==> src/rtl/bsra_pkg.sv <==
// The shared type, constants and helper function of the slab region allocator.
`default_nettype none

package bsra_pkg;

  localparam int unsigned WORD_BITS = 32;
  localparam int unsigned BIT_W = 5;
  localparam int unsigned COUNT_W = 13;
  localparam int unsigned INDEX_W = 12;
  localparam logic [COUNT_W-1:0] COUNT_RESET = 13'd4096;

  localparam logic MODE_ALLOC = 1'b0;
  localparam logic MODE_FREE = 1'b1;

  // Control from the sequencer to the word summary.
  typedef struct packed {
    logic clear;
    logic upd_en;
    logic upd_full;
  } sum_ctl_t;

  // Position of the lowest clear bit; bit 5 of the result is set when none is clear.
  function automatic logic [BIT_W:0] lowest_zero32(input logic [WORD_BITS-1:0] w);
    logic [BIT_W:0] r;
    r = 6'd32;
    for (int i = WORD_BITS - 1; i >= 0; i--) begin
      if (!w[i]) begin
        r = 6'(i);
      end
    end
    return r;
  endfunction

endpackage

`default_nettype wire

==> src/rtl/bsra_summary.sv <==
// Per-word valid and full flags with a two-level search for the first word with room.
`default_nettype none

module bsra_summary #(
  parameter int unsigned WORDS = 128,
  localparam int unsigned AW = (WORDS > 1) ? $clog2(WORDS) : 1,
  localparam int unsigned GROUPS = (WORDS + 31) / 32,
  localparam int unsigned GW = (GROUPS > 1) ? $clog2(GROUPS) : 1
) (
  input  wire logic              clk,
  input  wire logic              rst,
  input  wire bsra_pkg::sum_ctl_t ctl,
  input  wire logic [AW-1:0]     upd_addr,
  input  wire logic [AW-1:0]     look_addr,
  output logic                   look_valid,
  output logic                   found,
  output logic [AW-1:0]          find_addr
);

  logic [WORDS-1:0]       valid;
  logic [WORDS-1:0]       full;
  logic [GROUPS*32-1:0]   full_pad;
  logic [31:0]            grp_busy;
  logic [5:0]             gsel;
  logic [5:0]             wsel;
  logic                   grp_any;
  logic [GW-1:0]          grp_idx;

  always_ff @(posedge clk) begin
    if (rst || ctl.clear) begin
      valid <= '0;
      full <= '0;
    end else if (ctl.upd_en) begin
      valid[upd_addr] <= 1'b1;
      full[upd_addr] <= ctl.upd_full;
    end
  end

  // Words past the end of the map read as full so the search never picks them.
  always_comb begin
    full_pad = '1;
    full_pad[WORDS-1:0] = full;
    grp_busy = '1;
    for (int g = 0; g < GROUPS; g++) begin
      grp_busy[g] = &full_pad[g*32 +: 32];
    end
  end

  assign gsel = bsra_pkg::lowest_zero32(grp_busy);

  // The group choice is registered every cycle; the flags change on a write-back, a
  // clear or reset, and after a write-back it is current again before the next search.
  always_ff @(posedge clk) begin
    grp_any <= ~gsel[5];
    grp_idx <= gsel[GW-1:0];
  end

  assign wsel = bsra_pkg::lowest_zero32(full_pad[{grp_idx, 5'b0} +: 32]);
  assign find_addr = AW'({grp_idx, wsel[4:0]});
  assign found = grp_any;
  assign look_valid = valid[look_addr];

endmodule

`default_nettype wire

==> config.mk <==
export PLATFORM = sky130hd
export DESIGN_NAME = bsra_summary
export DESIGN_NICKNAME = d
export VERILOG_FILES = /design/src/rtl/bsra_pkg.sv /design/src/rtl/bsra_summary.sv
export SDC_FILE = /design/constraint.sdc
export NUM_CORES = 1
export LEC_CHECK = 0
export ABC_AREA = 1
export BUFFER_PORTS_ARGS = -buffer_cell sky130_fd_sc_hd__buf_2
export CAP_MARGIN = 20
export CORE_MARGIN = 1
export CORE_UTILIZATION = 40
export DETAILED_ROUTE_END_ITERATION = 8
export PLACE_DENSITY_LB_ADDON = 0.05
export SLEW_MARGIN = 20
export SYNTH_ARGS = -nofsm -noshare
export SYNTH_HDL_FRONTEND = slang
export SYNTH_SLANG_ARGS = --single-unit
==> constraint.sdc <==
create_clock -name clk -period 5 [get_ports clk]
set_clock_uncertainty 0.1 [all_clocks]
set_input_delay 0.25 -clock clk [delete_from_list [all_inputs] [get_ports clk]]
set_output_delay 0.25 -clock clk [all_outputs]
set_load 0.005 [all_outputs]
## After elaboration in Yosys (flattened, before gate mapping)

Index checks and enable logic that the tools add are counted.

| cells by class | value |
|---|---|
| $lt $le $gt $ge | 3 |
| shift-type cells | 1 |
| mux-type cells | 41 |
| bitwise operators | 2 |
| reduce and logical (&&, ||, !) cells | 7 |

Operators with widths:

| cell | count |
|---|---|
| 2-to-1 mux 5 bit | 32 |
| bitwise mux 128 bit | 1 |
| OR 128 bit | 1 |
| AND reduction 32 bit | 4 |
| variable part select 128 x 8 -> 32 bit | 1 |
| AND reduction 64 bit | 1 |
| 2-to-1 mux 6 bit | 4 |
| less-than comparator 7 x 8 -> 1 bit (second input constant) | 2 |
| binary-select mux 1 bit (select 7 bit) | 1 |
| demux 1 bit (select 7 bit) | 1 |
| >= comparator 7 x 1 -> 1 bit (second input constant) | 1 |
| 2-to-1 mux 1 bit | 2 |
| logical AND 1 bit | 1 |
| logical OR 1 bit | 1 |
| NOT 1 bit | 1 |

| storage, ports and cells | value |
|---|---|
| register bits after elaboration | 259 |
| input bits | 19 |
| output and inout port bits | 9 |
| logic and storage cells | 59 |

## Logic depth before layout (Yosys ltp)

| logic depth | value |
|---|---|
| depth in word-level cells | 33 |
| mapped depth | 34 |
| gate-level depth less buffers | 34 |

## Least setup slack after synthesis

No wires, ideal clock.

| path | value |
|---|---|
| path type | reg2out |
| from | reg grp_idx[0] |
| to | out find_addr[4] |
| arrival | 2.109 ns |
| data required time | 4.650 ns |
| setup slack | 2.541 ns |
| cell stages (with the launch flop) | 13 |
| buffers on the path | 6 |
| cell sequence | dfxtp_1 > buf_6 > buf_6 > buf_4 > buf_4 > buf_6 > buf_4 > o21ai_1 > o22ai_2 > nand2_1 > nor4_1 > nand3_1 > a31oi_1 |

| between the ends | value |
|---|---|
| longest elaborated chain between the ends | 33 |

RTL lines:

| element | RTL line | source |
|---|---|---|
| start, declared | bsra_summary.sv:27 | `logic [GW-1:0] grp_idx;` |
| start signal, assigned | bsra_summary.sv:55 | `grp_idx <= gsel[GW-1:0];` |
| variable part select 128 x 8 -> 32 bit (*) | bsra_summary.sv:58 | `assign wsel = bsra_pkg::lowest_zero32(full_pad[{grp_idx, 5'b0} +: 32]);` |
| 2-to-1 mux 5 bit (31 in a row) | bsra_pkg.sv:27 | `if (!w[i]) begin` |
| 2-to-1 mux 5 bit (*) | bsra_pkg.sv:27 |  |
| end, declared | bsra_summary.sv:17 | `output logic [AW-1:0] find_addr` |

Mark *: on every way between the ends. The rest lies on a longest branch, timed or not.

## Final worst setup path

| path | value |
|---|---|
| from | reg grp_idx[0] |
| to | out find_addr[0] |

Same word-level chain as after synthesis.

==> results.env <==
TOTAL_LEAKAGE_POWER_nW=4.18
ANTENNA_VIOLATIONS_BEFORE_REPAIR=0
SYN_AVG_CELL_AREA_UM2=7.06
FIRST_GLOBAL_VIAS=9631
SYNTH.LIB_CELLS_USED.DISTINCT=36
REPLACE_CONGESTION=0.898
POWER_FRAC_SEQ=0.460
SYNTH-SEQ-AREA-SHARE=0.446
POSTCTSRESIZEDCELLS=0
CELL_WITH_THE_MOST_INSTANCES_AFTER_SYNTHESIS='nor2_1'
MIN_CYCLE_TIME_LAYOUT_NS=4.14
ROWS=62
PLACE.DETAILED.INSTANCES=1973
WIRE_PER_INST_UM=19.3
STDCELL_COUNT=2027
UNREPAIRED_SETUP_ENDPOINTS_AFTER_GLOBAL_ROUTING='false'
DIE_WIDTH_UM=172
CP-END-KIND='primary output'
SLOWEST_DELAY_NS=0.71
DP_HPWL_UM=25400
MAX_SLEW_VIOLATIONS=0
MAX-CLOCK-PATH-BUFFERS=3
CP_MAX_FO=64
CTS-BUFFERS-INSERTED=30
AREA_CONTRIBUTORS_POST_SYNTH='dfxtp_1 (45%), nor2_1 (21%), a211oi_1 (8.3%), o21ai_0 (5.9%), inv_1 (3.5%)'
SYNTH_EDF_COUNT=0
DRIVE_GT1_FRAC=0.0688
CLKLATENCYLATEPIN_NS=0.56
FINALNETCOUNT=1640
CRITPATHKIND='flip-flop to primary output'
COREAREA_UM2=28600
GRT_FIRST_PASS_WIRELENGTH_UM=58600
CLK_TRANSITION_REPORTED_PATHS_NS=0.06
TIMING_WORST_SLEW_PIN_VALUE_NS=1.11
GLOBALROUTETOTALUTIL=0.263
SYNTH_XOR_XNOR_AREA_SHARE=0
CRITICAL_PATH_REQUIRED_NS=4.65
INTPOWER_W=0.00343
YOSYS_MOST_USED_DFF='dfxtp_1'
REMAINING_DESIGN_RULE_VIOLATION_COUNT=0
GLOBALROUTEOVERFLOWTOTAL=0
POST-ROUTE-PERIOD-UTIL=0.828
IR_WORST_VDD_mV=0.268
POSTSYNTH.ASYNCRESETSHARE=0
FILL_CELLS=2945
FINAL-HOLD-VIOLATION-COUNT=0
CRITICAL_PATH.STARTPOINT_TYPE='flip-flop'
SYNTH_CELLS=1646
INITIAL_UTILIZATION=0.406
GRT_MAX_DEGREE=118
ANT_NETS=0
SYNTH-COMPOUND-AREA-SHARE=0.215
NETSWITCHINGFRACTION=0.237
SYNTH-ADDER-AREA-SHARE=0
ROOT_BUFFER_SELECTED_BY_CTS='clkbuf_16'
CP.ARRIVAL_NS=3.79
DIE_HEIGHT_UM=172
PLACEMENT.IO_BUFFERS=27
AREAGROWTHSYNTHTOFINISH_PCT=11.0
NET-SWITCHING-POWER_W=0.00107
FMAX_GHz=0.242
TNS_NS=0
WORST_RELATIVE_SLEW_SLACK=0.260
SIMPLE_GATE_FRACTION_OF_SYNTH_AREA=0.267
CRIT_PATH_FREQUENT_CELL='nand2_1'
SYNTHMUXAREASHARE=0
CTS_TREE='yes'
SYNTH_LARGEST_TYPE_AREA_FRACTION=0.446
CTS_H_TREE_LVLS=1
CLKSINKCOUNT=259
SETUP_VIOLATIONS=0
HIGHEST_DELAY_CELL_ALONG_THE_CRITICAL_PATH='inv_2'
HOLD_PATH.CLASS='input pin to flip-flop'
POSTCTSSETUPBUFFERS=0
DESIGN.PORTCOUNT=28
CLKPWRFRAC=0.490
YS_TOP_CELLS_BY_COUNT='nor2_1 (648), dfxtp_1 (259), o21ai_0 (136)'
FIRSTDRTPASSITERS=5
COMB_POWER_SHARE=0.049
DRT_ITER0_MARKERS=1148
DESIGN.DIE.AREA_UM2=29700
FINAL_WIRELENGTH_UM=39000
POWER_DENSITY_nW_PER_UM2=349
OUTCOME='completed'
SYNTH_FP_NETS=1665
ROUTE.DETAILED.VIAS_PER_INST=5.34
YOSYS_WARNINGS=0
ROUTE.VIAS.TOTAL=10800
ANTENNA_CELLS=0
SYNTHDOMINANTAREACELLTYPE='dfxtp_1'
CTS_HOLD_BUFFERS=0
SYNTH_AREA_UM2=11600
MAX_CAP_VIOLATIONS=0
SYNTHESIS_STAGE_REGISTER_BIT_COUNT=259
SYNTH_TOP_FAMILY_BY_AREA='simple AND/OR/NAND/NOR gates'
power by group through the flow:
| stage | Sequential (W) | Clock, W | Combinational, W |
|---|---|---|---|
| floorplan | 0.00211 | 0 | 0.000134 |
| global placement | 0.00211 | 0 | 0.000220 |
| detailed placement | 0.00211 | 0 | 0.000220 |
| CTS | 0.00207 | 0.00223 | 0.000221 |
| global route | 0.00207 | 0.00233 | 0.000239 |
| finish | 0.00207 | 0.00220 | 0.000222 |
flip-flops by register name, indices dropped and copies added, names as in the netlist:
name and cells:
valid 128, found 1, full 128, grp_idx 2
metrics by stage:
| stage | util | setup WS [ns] | hold slack, ns | power [W] | area [µm²] |
|---|---|---|---|---|---|
| after detailed placement | 0.416 | 1.48 | 0.350 | 0.00233 | 11900 |
| after floorplan | - | 2.54 | 0.335 | 0.00225 | 11600 |
| after CTS | 0.451 | 0.878 | 0.0794 | 0.00452 | 12900 |
| after global routing | 0.451 | 0.487 | 0.133 | 0.00463 | 12900 |
| final | 0.451 | 0.860 | 0.0958 | 0.00450 | 12900 |
| after global placement | 0.416 | 1.54 | 0.344 | 0.00233 | 11900 |
layout by cell type, fill, tap and decap left out, drive strengths merged, types with 5 or more instances in the layout:
cell type    n
o221ai       6
a211oi     129
dfxtp      259
nand4       27
nor4         8
a31oi        5
nand3        7
nand2       83
a21oi       46
inv        111
o22ai       25
o21ai      168
clkinv       7
clkbuf      45
nor3        15
nor2       648
buf         38
critical path, delay by kind of cell, from the launching register on:
family | cells | cell delay [ns]
buffers and inverters | 2 | 0.84
AND/OR/NAND/NOR | 27 | 1.50
flip-flops | 1 | 0.32
AO/OA/AOI/OAI | 3 | 0.57
logic make-up (layout without fill, tap and decap cells):
kind of cell / Yosys count / in the layout
simple gates: 791 / 791
compound gates: 389 / 389
flops: 259 / 259
buf+inv: 207 / 204
routing by layer:
metal / part of all wire / global-route usage
met4: 0.018 / 0.0469
met2: 0.42 / 0.391
met1: 0.50 / 0.403
met5: 0 / 0
met3: 0.057 / 0.0334
area by class of cell:
type | count | area [µm²] | area share
Clock inverter | 9 | 97.6 | 0.00757
Timing Repair Buffer | 38 | 230 | 0.0178
Clock buffer | 45 | 888 | 0.0689
Multi-Input combinational cell | 1180 | 5590 | 0.434
Tap cell | 384 | 480 | 0.0372
Sequential cell | 259 | 5190 | 0.402
Inverter | 112 | 423 | 0.0328
final timing paths:
path,from,endpoint,slack [ns],cells past startpoint
worst max-delay path,grp_idx[0]$_SDFF_PN0_,find_addr[0],0.86,32
worst min register to register,valid[5]$_SDFFE_PP0P_,valid[5]$_SDFFE_PP0P_,0.36,2
worst max register to register,full[16]$_SDFFE_PP0P_,found$_DFF_P_,2.98,7
worst min-delay path,upd_addr[2],valid[1]$_SDFFE_PP0P_,0.1,6
Note: power is estimated with default switching activity, not from simulation.
